**config.mk**
```make
export PLATFORM = sky130hd
export DESIGN_NAME = sequential_frame_allocator_unit_flat
export DESIGN_NICKNAME = d
export VERILOG_FILES = /design/src/sfa_pkg.sv /design/src/sfa_cmd_if.sv /design/src/sfa_rsp_if.sv /design/src/sfa_ram.sv /design/src/sfa_apb_regs.sv /design/src/sfa_seq.sv /design/src/sequential_frame_allocator_unit.sv /design/src/flat_wrapper.sv
export VERILOG_INCLUDE_DIRS = /design/src /design/src/src
export SDC_FILE = /design/constraint.sdc
export NUM_CORES = 2
export LEC_CHECK = 0
export CAP_MARGIN = 0
export CORE_ASPECT_RATIO = 1.2
export CORE_MARGIN = 3
export CORE_UTILIZATION = 55
export CTS_CLUSTER_SIZE = 25
export DETAILED_ROUTE_END_ITERATION = 8
export DONT_BUFFER_PORTS = 1
export PLACE_DENSITY = 0.79
export SYNTH_ARGS = -nofsm -noshare
export SYNTH_HDL_FRONTEND = slang
export SYNTH_SLANG_ARGS = --single-unit
```
**constraint.sdc**
```tcl
create_clock -name clk -period 9.7 [get_ports clk]
set_clock_uncertainty 0.15 [all_clocks]
set_input_delay 0.97 -clock clk [delete_from_list [all_inputs] [get_ports clk]]
set_output_delay 0.97 -clock clk [all_outputs]
set_load 0.005 [all_outputs]
```
**src/sequential_frame_allocator_unit_assert.svh**
```systemverilog
// ----------------------------------------------------------------------------
// Frame allocator assertion macros
// Concurrent checks clocked on clk and disabled while rst_n is low.
// ----------------------------------------------------------------------------
`ifndef SEQUENTIAL_FRAME_ALLOCATOR_UNIT_ASSERT_SVH
`define SEQUENTIAL_FRAME_ALLOCATOR_UNIT_ASSERT_SVH

`ifndef SYNTHESIS

`define SFA_ASSERT(label, prop, msg) \
    label: assert property (@(posedge clk) disable iff (!rst_n) prop) else $error(msg);

`define SFA_ASSERT_NEXT(label, ante, cons, msg) \
    label: assert property (@(posedge clk) disable iff (!rst_n) (ante) |=> (cons)) \
        else $error(msg);

`else

`define SFA_ASSERT(label, prop, msg)

`define SFA_ASSERT_NEXT(label, ante, cons, msg)

`endif

`endif

```
**src/sfa_pkg.sv**
```systemverilog
`timescale 1ns / 1ps
// ----------------------------------------------------------------------------
// Frame allocator package
// Widths, codes and shared types of the sequential frame allocator.
// ----------------------------------------------------------------------------
package sfa_pkg;

    localparam int MAX_REGIONS = 16;
    localparam int FRAME_BYTES = 4096;
    localparam int FRAME_SHIFT = $clog2(FRAME_BYTES);

    localparam int FRAME_W  = 52;
    localparam int ADDR_W   = 64;
    localparam int FUNC_W   = 2;
    localparam int INDEX_W  = 4;
    localparam int STATUS_W = 2;
    localparam int MAP_W    = 5;

    localparam int RIDX_W = (MAX_REGIONS > 1) ? $clog2(MAX_REGIONS) : 1;
    localparam int CNT_W  = ($clog2(MAX_REGIONS + 1) > MAP_W) ? $clog2(MAX_REGIONS + 1) : MAP_W;

    localparam int APB_ADDR_W = 3;
    localparam int APB_DATA_W = 32;
    localparam int REG_IDX_W  = APB_ADDR_W - 2;

    localparam logic [REG_IDX_W-1:0] REG_MAP_ENTRIES = '0;

    typedef enum logic [FUNC_W-1:0] {
        FUNC_LOAD  = 2'd0,
        FUNC_START = 2'd1,
        FUNC_ALLOC = 2'd2
    } func_t;

    typedef enum logic [STATUS_W-1:0] {
        ST_OK         = 2'd0,
        ST_EXHAUSTED  = 2'd1,
        ST_NO_ENTRIES = 2'd2
    } status_t;

    typedef struct packed {
        logic [FRAME_W-1:0] first;
        logic [FRAME_W-1:0] last;
    } region_t;

    typedef struct packed {
        logic              we;
        logic [RIDX_W-1:0] waddr;
        region_t           wdata;
        logic [RIDX_W-1:0] raddr;
    } ram_req_t;

endpackage

```
**src/sfa_cmd_if.sv**
```systemverilog
`timescale 1ns / 1ps
// ----------------------------------------------------------------------------
// Frame allocator command channel
// Valid/ready channel carrying one load, start or allocate item.
// ----------------------------------------------------------------------------
interface sfa_cmd_if;
    import sfa_pkg::*;

    logic                      valid;
    logic                      ready;
    logic [FUNC_W-1:0]         func;
    logic [INDEX_W-1:0]        entry_index;
    logic [FRAME_W-1:0]        region_start_frame;
    logic [FRAME_W-1:0]        region_end_frame;

    modport source (
        output valid, func, entry_index, region_start_frame, region_end_frame,
        input  ready
    );

    modport sink (
        input  valid, func, entry_index, region_start_frame, region_end_frame,
        output ready
    );
endinterface

```
**src/sfa_rsp_if.sv**
```systemverilog
`timescale 1ns / 1ps
// ----------------------------------------------------------------------------
// Frame allocator response channel
// Valid/ready channel carrying one frame address and status per item.
// ----------------------------------------------------------------------------
interface sfa_rsp_if;
    import sfa_pkg::*;

    logic                valid;
    logic                ready;
    logic [ADDR_W-1:0]   frame_address;
    logic [STATUS_W-1:0] status;

    modport source (
        output valid, frame_address, status,
        input  ready
    );

    modport sink (
        input  valid, frame_address, status,
        output ready
    );
endinterface

```
**src/sfa_ram.sv**
```systemverilog
`timescale 1ns / 1ps
// ----------------------------------------------------------------------------
// Generic RAM
// One write port, one read port with registered read data.
// ----------------------------------------------------------------------------
module sfa_ram #(
    parameter int WIDTH = 8,
    parameter int DEPTH = 16
) (
    input  logic                                     clk,
    input  logic                                     we,
    input  logic [((DEPTH > 1) ? $clog2(DEPTH) : 1)-1:0] waddr,
    input  logic [WIDTH-1:0]                         wdata,
    input  logic [((DEPTH > 1) ? $clog2(DEPTH) : 1)-1:0] raddr,
    output logic [WIDTH-1:0]                         rdata
);

    logic [WIDTH-1:0] mem [DEPTH];

    always_ff @(posedge clk)
    begin
        if (we)
        begin
            mem[waddr] <= wdata;
        end
        rdata <= mem[raddr];
    end

endmodule

```
**src/sfa_apb_regs.sv**
```systemverilog
`timescale 1ns / 1ps
// ----------------------------------------------------------------------------
// Frame allocator register file
// APB-style port holding the map entry count.
// ----------------------------------------------------------------------------
module sfa_apb_regs (
    input  logic                            clk,
    input  logic                            rst_n,
    input  logic                            psel,
    input  logic                            penable,
    input  logic                            pwrite,
    input  logic [sfa_pkg::APB_ADDR_W-1:0]  paddr,
    input  logic [sfa_pkg::APB_DATA_W-1:0]  pwdata,
    output logic [sfa_pkg::APB_DATA_W-1:0]  prdata,
    output logic                            pready,
    output logic [sfa_pkg::MAP_W-1:0]       map_entries
);
    import sfa_pkg::*;

    logic [MAP_W-1:0]     map_entries_reg;
    logic [REG_IDX_W-1:0] reg_idx;
    logic                 wr_en;

    assign pready  = 1'b1;
    assign reg_idx = paddr[APB_ADDR_W-1:2];
    assign wr_en   = psel && penable && pwrite && pready && (reg_idx == REG_MAP_ENTRIES);

    always_ff @(posedge clk or negedge rst_n)
    begin
        if (!rst_n)
        begin
            map_entries_reg <= '0;
        end
        else if (wr_en)
        begin
            map_entries_reg <= pwdata[MAP_W-1:0];
        end
    end

    assign prdata      = (reg_idx == REG_MAP_ENTRIES) ? APB_DATA_W'(map_entries_reg) : '0;
    assign map_entries = map_entries_reg;

endmodule

```
**src/sfa_seq.sv**
```systemverilog
`timescale 1ns / 1ps
`include "sequential_frame_allocator_unit_assert.svh"
// ----------------------------------------------------------------------------
// Frame allocator sequencer
// Walks the region table through one shared frame comparator.
// ----------------------------------------------------------------------------
module sfa_seq (
    input  logic                       clk,
    input  logic                       rst_n,
    sfa_cmd_if.sink                    cmd,
    sfa_rsp_if.source                  rsp,
    input  logic [sfa_pkg::MAP_W-1:0]  map_entries,
    output sfa_pkg::ram_req_t          ram_req,
    input  sfa_pkg::region_t           ram_rdata
);
    import sfa_pkg::*;

    typedef enum logic [2:0] {
        S_IDLE,
        S_CHECK,
        S_TEST_LO,
        S_TEST_HI,
        S_DONE
    } state_t;

    state_t             state_reg, state_next;
    logic [RIDX_W-1:0]  cur_region_reg, cur_region_next;
    logic [FRAME_W-1:0] last_frame_reg, last_frame_next;
    logic               none_given_reg, none_given_next;
    logic [CNT_W-1:0]   walk_reg, walk_next;
    logic [CNT_W-1:0]   usable_reg, usable_next;
    logic [ADDR_W-1:0]  res_addr_reg, res_addr_next;
    status_t            res_status_reg, res_status_next;
    logic               out_valid_reg, out_valid_next;
    logic [ADDR_W-1:0]  out_addr_reg, out_addr_next;
    status_t            out_status_reg, out_status_next;

    logic               cmd_fire;
    logic [CNT_W-1:0]   usable_raw;
    logic [CNT_W-1:0]   usable_c;
    logic [FRAME_W-1:0] cmp_b;
    logic               cmp_lt;
    logic [FRAME_W-1:0] frame_inc;

    assign cmd.ready = (state_reg == S_IDLE);
    assign cmd_fire  = cmd.valid && cmd.ready;

    assign usable_raw = (map_entries == '0) ? '0 : CNT_W'(map_entries) - CNT_W'(1);
    assign usable_c   = (usable_raw > CNT_W'(MAX_REGIONS)) ? CNT_W'(MAX_REGIONS) : usable_raw;

    // shared frame comparator: region first frame, then region last frame
    assign cmp_b     = (state_reg == S_TEST_LO) ? ram_rdata.first : ram_rdata.last;
    assign cmp_lt    = last_frame_reg < cmp_b;
    assign frame_inc = last_frame_reg + FRAME_W'(1);

    assign ram_req.we    = cmd_fire && (func_t'(cmd.func) == FUNC_LOAD)
                           && (32'(cmd.entry_index) < MAX_REGIONS);
    assign ram_req.waddr = RIDX_W'(cmd.entry_index);
    assign ram_req.wdata = '{first: cmd.region_start_frame, last: cmd.region_end_frame};
    assign ram_req.raddr = RIDX_W'(walk_reg);

    always_comb
    begin
        state_next      = state_reg;
        cur_region_next = cur_region_reg;
        last_frame_next = last_frame_reg;
        none_given_next = none_given_reg;
        walk_next       = walk_reg;
        usable_next     = usable_reg;
        res_addr_next   = res_addr_reg;
        res_status_next = res_status_reg;
        out_valid_next  = out_valid_reg && !rsp.ready;
        out_addr_next   = out_addr_reg;
        out_status_next = out_status_reg;

        case (state_reg)
            S_IDLE:
            begin
                if (cmd_fire)
                begin
                    res_addr_next   = '0;
                    res_status_next = ST_OK;
                    state_next      = S_DONE;
                    case (func_t'(cmd.func))
                        FUNC_START:
                        begin
                            if (map_entries == '0)
                            begin
                                res_status_next = ST_NO_ENTRIES;
                            end
                            else
                            begin
                                cur_region_next = '0;
                                none_given_next = 1'b1;
                            end
                        end
                        FUNC_ALLOC:
                        begin
                            usable_next = usable_c;
                            walk_next   = CNT_W'(cur_region_reg);
                            state_next  = S_CHECK;
                        end
                        default:
                        begin
                            state_next = S_DONE;
                        end
                    endcase
                end
            end
            S_CHECK:
            begin
                if (walk_reg < usable_reg)
                begin
                    state_next = S_TEST_LO;
                end
                else
                begin
                    res_status_next = ST_EXHAUSTED;
                    state_next      = S_DONE;
                end
            end
            S_TEST_LO:
            begin
                if (none_given_reg || cmp_lt)
                begin
                    cur_region_next = RIDX_W'(walk_reg);
                    last_frame_next = ram_rdata.first;
                    none_given_next = 1'b0;
                    res_addr_next   = ADDR_W'(ram_rdata.first) << FRAME_SHIFT;
                    state_next      = S_DONE;
                end
                else
                begin
                    state_next = S_TEST_HI;
                end
            end
            S_TEST_HI:
            begin
                if (cmp_lt)
                begin
                    cur_region_next = RIDX_W'(walk_reg);
                    last_frame_next = frame_inc;
                    none_given_next = 1'b0;
                    res_addr_next   = ADDR_W'(frame_inc) << FRAME_SHIFT;
                    state_next      = S_DONE;
                end
                else
                begin
                    walk_next  = walk_reg + CNT_W'(1);
                    state_next = S_CHECK;
                end
            end
            S_DONE:
            begin
                if (!out_valid_reg || rsp.ready)
                begin
                    out_valid_next  = 1'b1;
                    out_addr_next   = res_addr_reg;
                    out_status_next = res_status_reg;
                    state_next      = S_IDLE;
                end
            end
            default:
            begin
                state_next = S_IDLE;
            end
        endcase
    end

    always_ff @(posedge clk or negedge rst_n)
    begin
        if (!rst_n)
        begin
            state_reg      <= S_IDLE;
            cur_region_reg <= '0;
            last_frame_reg <= '0;
            none_given_reg <= 1'b1;
            walk_reg       <= '0;
            usable_reg     <= '0;
            out_valid_reg  <= 1'b0;
        end
        else
        begin
            state_reg      <= state_next;
            cur_region_reg <= cur_region_next;
            last_frame_reg <= last_frame_next;
            none_given_reg <= none_given_next;
            walk_reg       <= walk_next;
            usable_reg     <= usable_next;
            out_valid_reg  <= out_valid_next;
        end
    end

    always_ff @(posedge clk)
    begin
        res_addr_reg   <= res_addr_next;
        res_status_reg <= res_status_next;
        out_addr_reg   <= out_addr_next;
        out_status_reg <= out_status_next;
    end

    assign rsp.valid         = out_valid_reg;
    assign rsp.frame_address = out_addr_reg;
    assign rsp.status        = out_status_reg;

    `SFA_ASSERT(a_err_addr_zero, (rsp.valid && (rsp.status != ST_OK)) |-> (rsp.frame_address == '0), "error response carries a nonzero frame address")
    `SFA_ASSERT(a_walk_in_range, ((state_reg == S_TEST_LO) || (state_reg == S_TEST_HI)) |-> (walk_reg < usable_reg), "region walk beyond usable count")
    `SFA_ASSERT_NEXT(a_hit_marks_given, (state_reg == S_TEST_HI) && cmp_lt, !none_given_reg && (last_frame_reg == $past(frame_inc)), "allocated frame not recorded")
    `SFA_ASSERT(a_idle_holds_state, ((state_reg == S_IDLE) && !cmd_fire) |=> ($stable(cur_region_reg) && $stable(last_frame_reg) && $stable(none_given_reg)), "allocator state moved while idle")

endmodule

```
**src/sequential_frame_allocator_unit.sv**
```systemverilog
`timescale 1ns / 1ps
// ----------------------------------------------------------------------------
// Sequential frame allocator
// Bump allocator handing out 4 KiB frames from a loaded region table.
// ----------------------------------------------------------------------------
// Takes one command at a time and returns exactly one response per command.
// A load or start command goes straight to its response.
// An allocate command walks the region table from the current region: a
// region hits on its first frame, or by stepping past the last frame given,
// and a region that does neither is skipped; exhaustion is reported once
// the walk reaches the usable region count.
// Each region is read from the table RAM and tested against the last frame
// given by one shared comparator, first against the region's first frame,
// then against its last frame.
// The command channel is ready again in the cycle after the response is
// registered; the response waits in its own register until transferred.
// map_entries is to be written over the APB-style port only while no command
// is in flight; the block itself does not enforce this.
// ----------------------------------------------------------------------------
module sequential_frame_allocator_unit (
    input  logic                            clk,
    input  logic                            rst_n,
    sfa_cmd_if.sink                         cmd,
    sfa_rsp_if.source                       rsp,
    input  logic                            psel,
    input  logic                            penable,
    input  logic                            pwrite,
    input  logic [sfa_pkg::APB_ADDR_W-1:0]  paddr,
    input  logic [sfa_pkg::APB_DATA_W-1:0]  pwdata,
    output logic [sfa_pkg::APB_DATA_W-1:0]  prdata,
    output logic                            pready
);
    import sfa_pkg::*;

    logic [MAP_W-1:0] map_entries;
    ram_req_t         ram_req;
    region_t          ram_rdata;

    sfa_apb_regs u_regs (
        .clk         (clk),
        .rst_n       (rst_n),
        .psel        (psel),
        .penable     (penable),
        .pwrite      (pwrite),
        .paddr       (paddr),
        .pwdata      (pwdata),
        .prdata      (prdata),
        .pready      (pready),
        .map_entries (map_entries)
    );

    sfa_ram #(
        .WIDTH ($bits(region_t)),
        .DEPTH (MAX_REGIONS)
    ) u_region_ram (
        .clk   (clk),
        .we    (ram_req.we),
        .waddr (ram_req.waddr),
        .wdata (ram_req.wdata),
        .raddr (ram_req.raddr),
        .rdata (ram_rdata)
    );

    sfa_seq u_seq (
        .clk         (clk),
        .rst_n       (rst_n),
        .cmd         (cmd),
        .rsp         (rsp),
        .map_entries (map_entries),
        .ram_req     (ram_req),
        .ram_rdata   (ram_rdata)
    );

endmodule

```
**src/flat_wrapper.sv**
```systemverilog
// flat-port wrapper written by rule: the top's interface ports become plain ports
module sequential_frame_allocator_unit_flat import sfa_pkg::*;
  (clk, rst_n, psel, penable, pwrite, paddr, pwdata, prdata, pready, cmd_valid, cmd_func, cmd_entry_index, cmd_region_start_frame, cmd_region_end_frame, cmd_ready, rsp_valid, rsp_frame_address, rsp_status, rsp_ready);
  sfa_cmd_if cmd_i ();
  sfa_rsp_if rsp_i ();
  input  logic clk;
  input  logic rst_n;
  input  logic psel;
  input  logic penable;
  input  logic pwrite;
  input  logic [sfa_pkg::APB_ADDR_W-1:0] paddr;
  input  logic [sfa_pkg::APB_DATA_W-1:0] pwdata;
  output logic [sfa_pkg::APB_DATA_W-1:0] prdata;
  output logic pready;
  input wire logic [$bits(cmd_i.valid)-1:0] cmd_valid;
  input wire logic [$bits(cmd_i.func)-1:0] cmd_func;
  input wire logic [$bits(cmd_i.entry_index)-1:0] cmd_entry_index;
  input wire logic [$bits(cmd_i.region_start_frame)-1:0] cmd_region_start_frame;
  input wire logic [$bits(cmd_i.region_end_frame)-1:0] cmd_region_end_frame;
  output wire logic [$bits(cmd_i.ready)-1:0] cmd_ready;
  output wire logic [$bits(rsp_i.valid)-1:0] rsp_valid;
  output wire logic [$bits(rsp_i.frame_address)-1:0] rsp_frame_address;
  output wire logic [$bits(rsp_i.status)-1:0] rsp_status;
  input wire logic [$bits(rsp_i.ready)-1:0] rsp_ready;
  assign cmd_i.valid = cmd_valid;
  assign cmd_i.func = cmd_func;
  assign cmd_i.entry_index = cmd_entry_index;
  assign cmd_i.region_start_frame = cmd_region_start_frame;
  assign cmd_i.region_end_frame = cmd_region_end_frame;
  assign cmd_ready = cmd_i.ready;
  assign rsp_valid = rsp_i.valid;
  assign rsp_frame_address = rsp_i.frame_address;
  assign rsp_status = rsp_i.status;
  assign rsp_i.ready = rsp_ready;
  sequential_frame_allocator_unit u_core (.clk(clk), .rst_n(rst_n), .cmd(cmd_i), .rsp(rsp_i), .psel(psel), .penable(penable), .pwrite(pwrite), .paddr(paddr), .pwdata(pwdata), .prdata(prdata), .pready(pready));
endmodule
```
* Word level (Yosys, flattened, before mapping)
Memory sizes are Yosys's and may differ from the RTL's. A register that Yosys moved wholly into a read port is not among the register bits. Cells that the tools add are included.
Word-level totals: output and inout port bits 101, RAM bits 1664, memories 1, word-level logic and storage cells 103, bits in registers 208
Cells by class: $add $sub $neg 3, bitwise gates (word level) 1, multiplexer cells 43, $lt $le $gt $ge 3, reductions and logical operators 25, equal/unequal tests 15
Memories:
- u_core.u_region_ram.mem | depth 16, bits a word 104, read ports 1, clocked after Yosys merged registers in 1, wr ports 1, RTL line sfa_ram.sv:18 | logic [WIDTH-1:0] mem [DEPTH];
Operators with widths (count):
- $mux 64 | 3
- $pmux 64 s3 | 1
- $mux 52 | 3
- $pmux 52 s2 | 1
- $add 52x1->52 const B | 1
- $lt 52x52->1 | 1
- $mux 5 | 6
- $mux 4 | 5
- $mux 3 | 6
- $pmux 3 s5 | 1
- $pmux 4 s3 | 1
- $ne 2x2->1 const B | 5
- $pmux 5 s2 | 1
- $mux 1 | 9
- $reduce_and 3->1 | 3
- $mux 2 | 4
- $ne 2x1->1 const B | 4
- $reduce_and 4->1 | 2
- $eq 3x2->1 const B | 2
- $logic_and 1x1->1 | 6
- $reduce_and 6->1 | 1
- $reduce_bool 2->1 | 3
- $add 5x1->5 const B | 1
- $gt 5x5->1 const B | 1
- 16 further kinds | 19

* Depth between registers and ports, before layout
word-level depth 6, depth in mapped cells 16

* Hierarchy
Synthesis repeated with hierarchy kept, for this count alone.
Second synthesis, totals: cell total of the unflattened synthesis 3853, area, all modules 75999.1 um2
By module, submodules not included:
- sfa_ram | area each 64257.9 um2, cells an instance 2662, seq. area each 52049.9 um2, times used 1
- sfa_seq | area each 11274.6 um2, cells an instance 1145, seq. area each 5021.1 um2, times used 1
- sfa_apb_regs | area each 466.7 um2, cells an instance 46, seq. area each 125.1 um2, times used 1

* Worst setup path after synthesis
OpenSTA, ideal clock, no wires.
path kind input-to-reg, from input cmd_func[1], to memory u_core.u_region_ram.mem[0][0] (netlist name) (enable), library setup time 0.696 ns, stages 4, arrival time 8.587 ns, path slack 0.267 ns, path through nor2_1 -> nand3_1 -> or3_1 -> nor3_1
Between the ends: word-level cells in the longest chain between the ends 4
RTL lines:
- start, declared | RTL line flat_wrapper.sv:16 | input wire logic [$bits(cmd_i.func)-1:0] cmd_func;
- $logic_not 2->1 | RTL line sfa_seq.sv:56 | assign ram_req.we = cmd_fire && (func_t'(cmd.func) == FUNC_LOAD)
- $logic_and 1x1->1 | RTL line sfa_seq.sv:56
- $mux 1 | RTL line sfa_ram.sv:22 | if (we)
- $mux 1 (implied by the code) | RTL line sfa_ram.sv:24 | mem[waddr] <= wdata;
- end, declared | RTL line sfa_ram.sv:18
Every way passes these cells.

* Worst setup path after layout
from register u_core.u_seq.state_reg[0], to register u_core.u_seq.last_frame_reg[47]
Between the ends: word-level cells in the longest chain between the ends 6, elaborated cells on any way between the ends 10
RTL lines:
- start, declared | RTL line sfa_seq.sv:26 | state_t state_reg, state_next;
- start signal, assigned | RTL line sfa_seq.sv:184 | state_reg <= state_next;
- $eq 3x2->1 | RTL line sfa_seq.sv:52, sfa_seq.sv:76
- $mux 52 | RTL line sfa_seq.sv:52 | assign cmp_b = (state_reg == S_TEST_LO) ? ram_rdata.first : ram_rdata.last;
- $lt 52x52->1 | RTL line sfa_seq.sv:53 | assign cmp_lt = last_frame_reg < cmp_b;
- $logic_or 1x1->1 | RTL line sfa_seq.sv:124 | if (none_given_reg || cmp_lt)
- $ne 2x1->1 (no source line)
- $reduce_and 3->1 (no source line)
- end signal, assigned | RTL line sfa_seq.sv:186 | last_frame_reg <= last_frame_next;
- end, declared | RTL line sfa_seq.sv:28 | logic [FRAME_W-1:0] last_frame_reg, last_frame_next;
Several ways; a longest one is shown, not always the timed one. A chain may end at the register's enable or synchronous reset.

==> impl_metrics.tcl <==
set metrics [dict create \
    grt_usage 0.270 \
    rows 148 \
    top_register "u_core.u_region_ram.mem" \
    clk_pin_slew_ns 0.07 \
    drive_gt1_frac 0.242 \
    antenna_found_initial 3 \
    period_share 0.620 \
    htreeDepth 4 \
    clk_latency_ns 0.82 \
    min_period_ns 6.02 \
    worstSetupPathType "reg -> reg" \
    top_regs "u_core.u_region_ram.mem: 1664 flops, u_core.u_region_ram.rdata: 104 flops" \
    critPathCaptureType "flip-flop" \
    slowest_delay_ns 0.96 \
    post_cts_buffers 0 \
    pin_count 253 \
    switching_share 0.257 \
    firstDrtPassIters 9 \
    min-delay-path-class "in -> reg" \
    p_seq_frac 0.515 \
    drtAntennaViolNets 0 \
    place_inst 5169 \
    hpwl_um 89600 \
    cp.arrival_ns 6.56 \
    synth_warnings 0 \
    clock.fmax_mhz 166 \
    worst-path-buf-inv 1 \
    vdd_drop_max_v 0.000225 \
    cp_slowest_cell "or2_2" \
    async_reset_ff_frac 0.0389 \
    die_area_um2 141000 \
    synth_cells 3508 \
    setup_tns_ns 0 \
    largest_reg_flops 1664 \
    syn2layout_area_growth_pct 11.2 \
    drv_slew 0 \
    wl_per_cell_um 34.2 \
    setup_viol 0 \
    power.share.clock 0.369 \
    instances_no_fill 5513 \
    synth_top_area_cell "edfxtp_1" \
    worst_slack_ns 3.68 \
    drcViolationCount 0 \
    dr_total_vias 37600 \
    routed_wl_um 188000 \
    maxCapViolations 0 \
    vias_per_cell 6.82 \
    crit_top_cell "or4_1" \
    yosys_most_used_dff "edfxtp_1" \
    worst_slew_pin_slew_ns 1.26 \
    grt_pass1_wl_um 273000 \
    grt_max_degree 151 \
    avgSynthCellArea_um2 21.5 \
    grt_pass1_vias 38200 \
    ys_seq_area_frac 0.759 \
    cts_tree "done" \
    drt_iter0_drc 5140 \
    synth_edf_count 1772 \
    cts_resized 0 \
    ys_seq_elements 1952 \
    io_buffers 0 \
    fill_cells 8625 \
    die_h_um 411 \
    coreArea_um2 136000 \
    die_w_um 344 \
    rsz0062_at_grt "no" \
    status "complete, no violations" \
    start_kind "flip-flop" \
    clk_path_buf_depth 3 \
    place_congestion 0.859 \
    total_power_mw 20.5 \
    multi_input_area_um2 17400 \
    synth_area_leaders "edfxtp_1 71%, mux4_2 16%, dfxtp_1 2.8%" \
    cp_max_fo 76 \
    powerDensity_nw_per_um2 245 \
    dp_worst_setup_slack_ns 3.99 \
    grt-ovfl-total 0 \
    yosysUniqueCellTypes 64 \
    cts_buffers 180 \
    cp_cell_sequence "nor3b_2 -> buf_4 -> mux2i_1 -> ha_1 -> nand4_2 -> or4_1 -> or4_1 -> o211ai_2 -> o211a_1 -> or2_2 -> nor4_1 -> a211o_1" \
    synth_top_area_frac 0.707 \
    start_util 0.555 \
    netlist_area_um2 75300 \
    p_switching_mw 5.27 \
    p_comb_frac 0.116 \
    slew_headroom 0.155 \
    finalHoldViolations 0 \
    clockRootBuffer "clkbuf_16" \
    cts_sinks 1952 \
    cp.required_ns 10.24 \
    final_nets 3763 \
    leakagePower_nw 26.0 \
    holdBufCountCts 2 \
    cp_top_family "simple AND/OR/NAND/NOR gates" \
    regArea_um2 57200 \
    intPower_mw 15.2 \
]
-- final cells by class --
| type | count | area share |
|---|---|---|
| antenna | 3 | 0.0000896 |
| clock buffer | 225 | 0.0588 |
| clock inverter | 114 | 0.0167 |
| inverter | 13 | 0.000582 |
| multi-input combinational | 1359 | 0.207 |
| sequential | 1952 | 0.683 |
| tap | 1800 | 0.0269 |
| timing repair buffer | 47 | 0.00687 |
-- stage by stage --
stage | instance area (um^2) | hold slack [ns] | utilization
2_1_floorplan | 75500 | 0.250 | -
3_3_place_gp | 77400 | 0.301 | 0.570
3_5_place_dp | 77400 | 0.292 | 0.570
4_1_cts | 83800 | 0.0355 | 0.617
5_1_grt | 83800 | 0.0619 | 0.617
6_report | 83800 | 0.0920 | 0.617
-- worst reg2reg max path, cell delays in order, from the launching register on --
cell and delay (ns):
dfrtp_4 0.75, nor3b_2 0.31, buf_4 0.73, mux2i_1 0.34, ha_1 0.36, nand4_2 0.15
or4_1 0.61, or4_1 0.56, o211ai_2 0.19, o211a_1 0.28, or2_2 0.96, nor4_1 0.17
a211o_1 0.32
-- routing by layer --
layer / part of all wire / global-route usage / up-vias / routed length [um]
met2: 0.50 / 0.435 / 2701 / 93500
met1: 0.35 / 0.354 / 19700 / 65800
li1: - / - / 14700 / -
met4: 0.050 / 0.123 / 2 / 9410
met3: 0.10 / 0.0654 / 516 / 19800
met5: 0.000069 / 0 / - / 13
-- placed cells by master, fill, tap and decap left out, types with 16 or more instances in the layout --
cell type,Yosys,routed
dfxtp_1,104,104
a21oi_1,91,91
and3_1,18,18
edfxtp_1,1772,1772
clkinv_2,0,33
conb_1,2,40
ha_1,58,58
o22ai_1,18,18
a211oi_1,40,40
nor2_1,97,82
nand2_1,77,77
o21ai_0,51,51
nand4_1,23,23
mux2i_1,55,55
a2bb2oi_1,17,17
clkinv_1,0,23
clkbuf_1,120,25
buf_4,42,29
bufinv_16,0,28
nand3_1,32,32
clkbuf_16,0,185
mux4_2,520,520
xnor2_1,23,23
buf_12,0,16
xor2_1,29,29
dfrtp_1,75,70
-- power groups by stage --
stage,registers (mW),clock network [mW],logic (mW)
5_1_grt,10.6,7.93,2.56
3_5_place_dp,10.7,0,2.31
4_1_cts,10.5,7.64,2.38
3_3_place_gp,10.7,0,2.26
6_report,10.6,7.56,2.38
2_1_floorplan,10.2,0,1.79
-- cells in the mapped netlist, drive strengths merged (17+ instances only) --
library cell and n:
edfxtp 1772, mux4 520, clkbuf 120, dfxtp 104, buf 102, nor2 97, a21oi 91, nand2 78
dfrtp 75, ha 58, mux2i 55, o21ai 52, a211oi 40, nand3 32, xor2 29, nand4 24
xnor2 23, and3 18, o22ai 18, a2bb2oi 17
-- path summary, 6_finish.rpt --
| check | depth (start not counted) | endpoint | slack [ns] | from |
|---|---|---|---|---|
| worst max-delay path | 12 | u_core.u_seq.last_frame_reg[47] | 3.68 | u_core.u_seq.state_reg[0] |
| worst min-delay path | 0 | u_core.u_region_ram.mem[10][34] | 0.09 | cmd_region_end_frame[34] |
| worst max register to register | 12 | u_core.u_seq.last_frame_reg[47] | 3.68 | u_core.u_seq.state_reg[0] |
| worst min register to register | 0 | u_core.u_seq.rsp.status[0] | 0.31 | u_core.u_seq.res_status_reg[0] |
| max in group asynchronous | 2 | u_core.u_seq.last_frame_reg[38] | 8.38 | rst_n |
| min in group asynchronous | 2 | u_core.u_regs.map_entries[2] | 0.57 | rst_n |
-- cell families after synthesis --
| group | Yosys count | share of synthesized area |
|---|---|---|
| xor+xnor | 52 | 0.00605 |
| mux | 581 | 0.164 |
| other cells | 2 | 0.0000997 |
| flops | 1952 | 0.759 |
| compound gates | 299 | 0.0255 |
| simple gates | 329 | 0.0214 |
| fa+ha+maj | 58 | 0.00964 |
| buf+inv | 235 | 0.0141 |
Note: power is estimated with default switching activity, not from simulation.
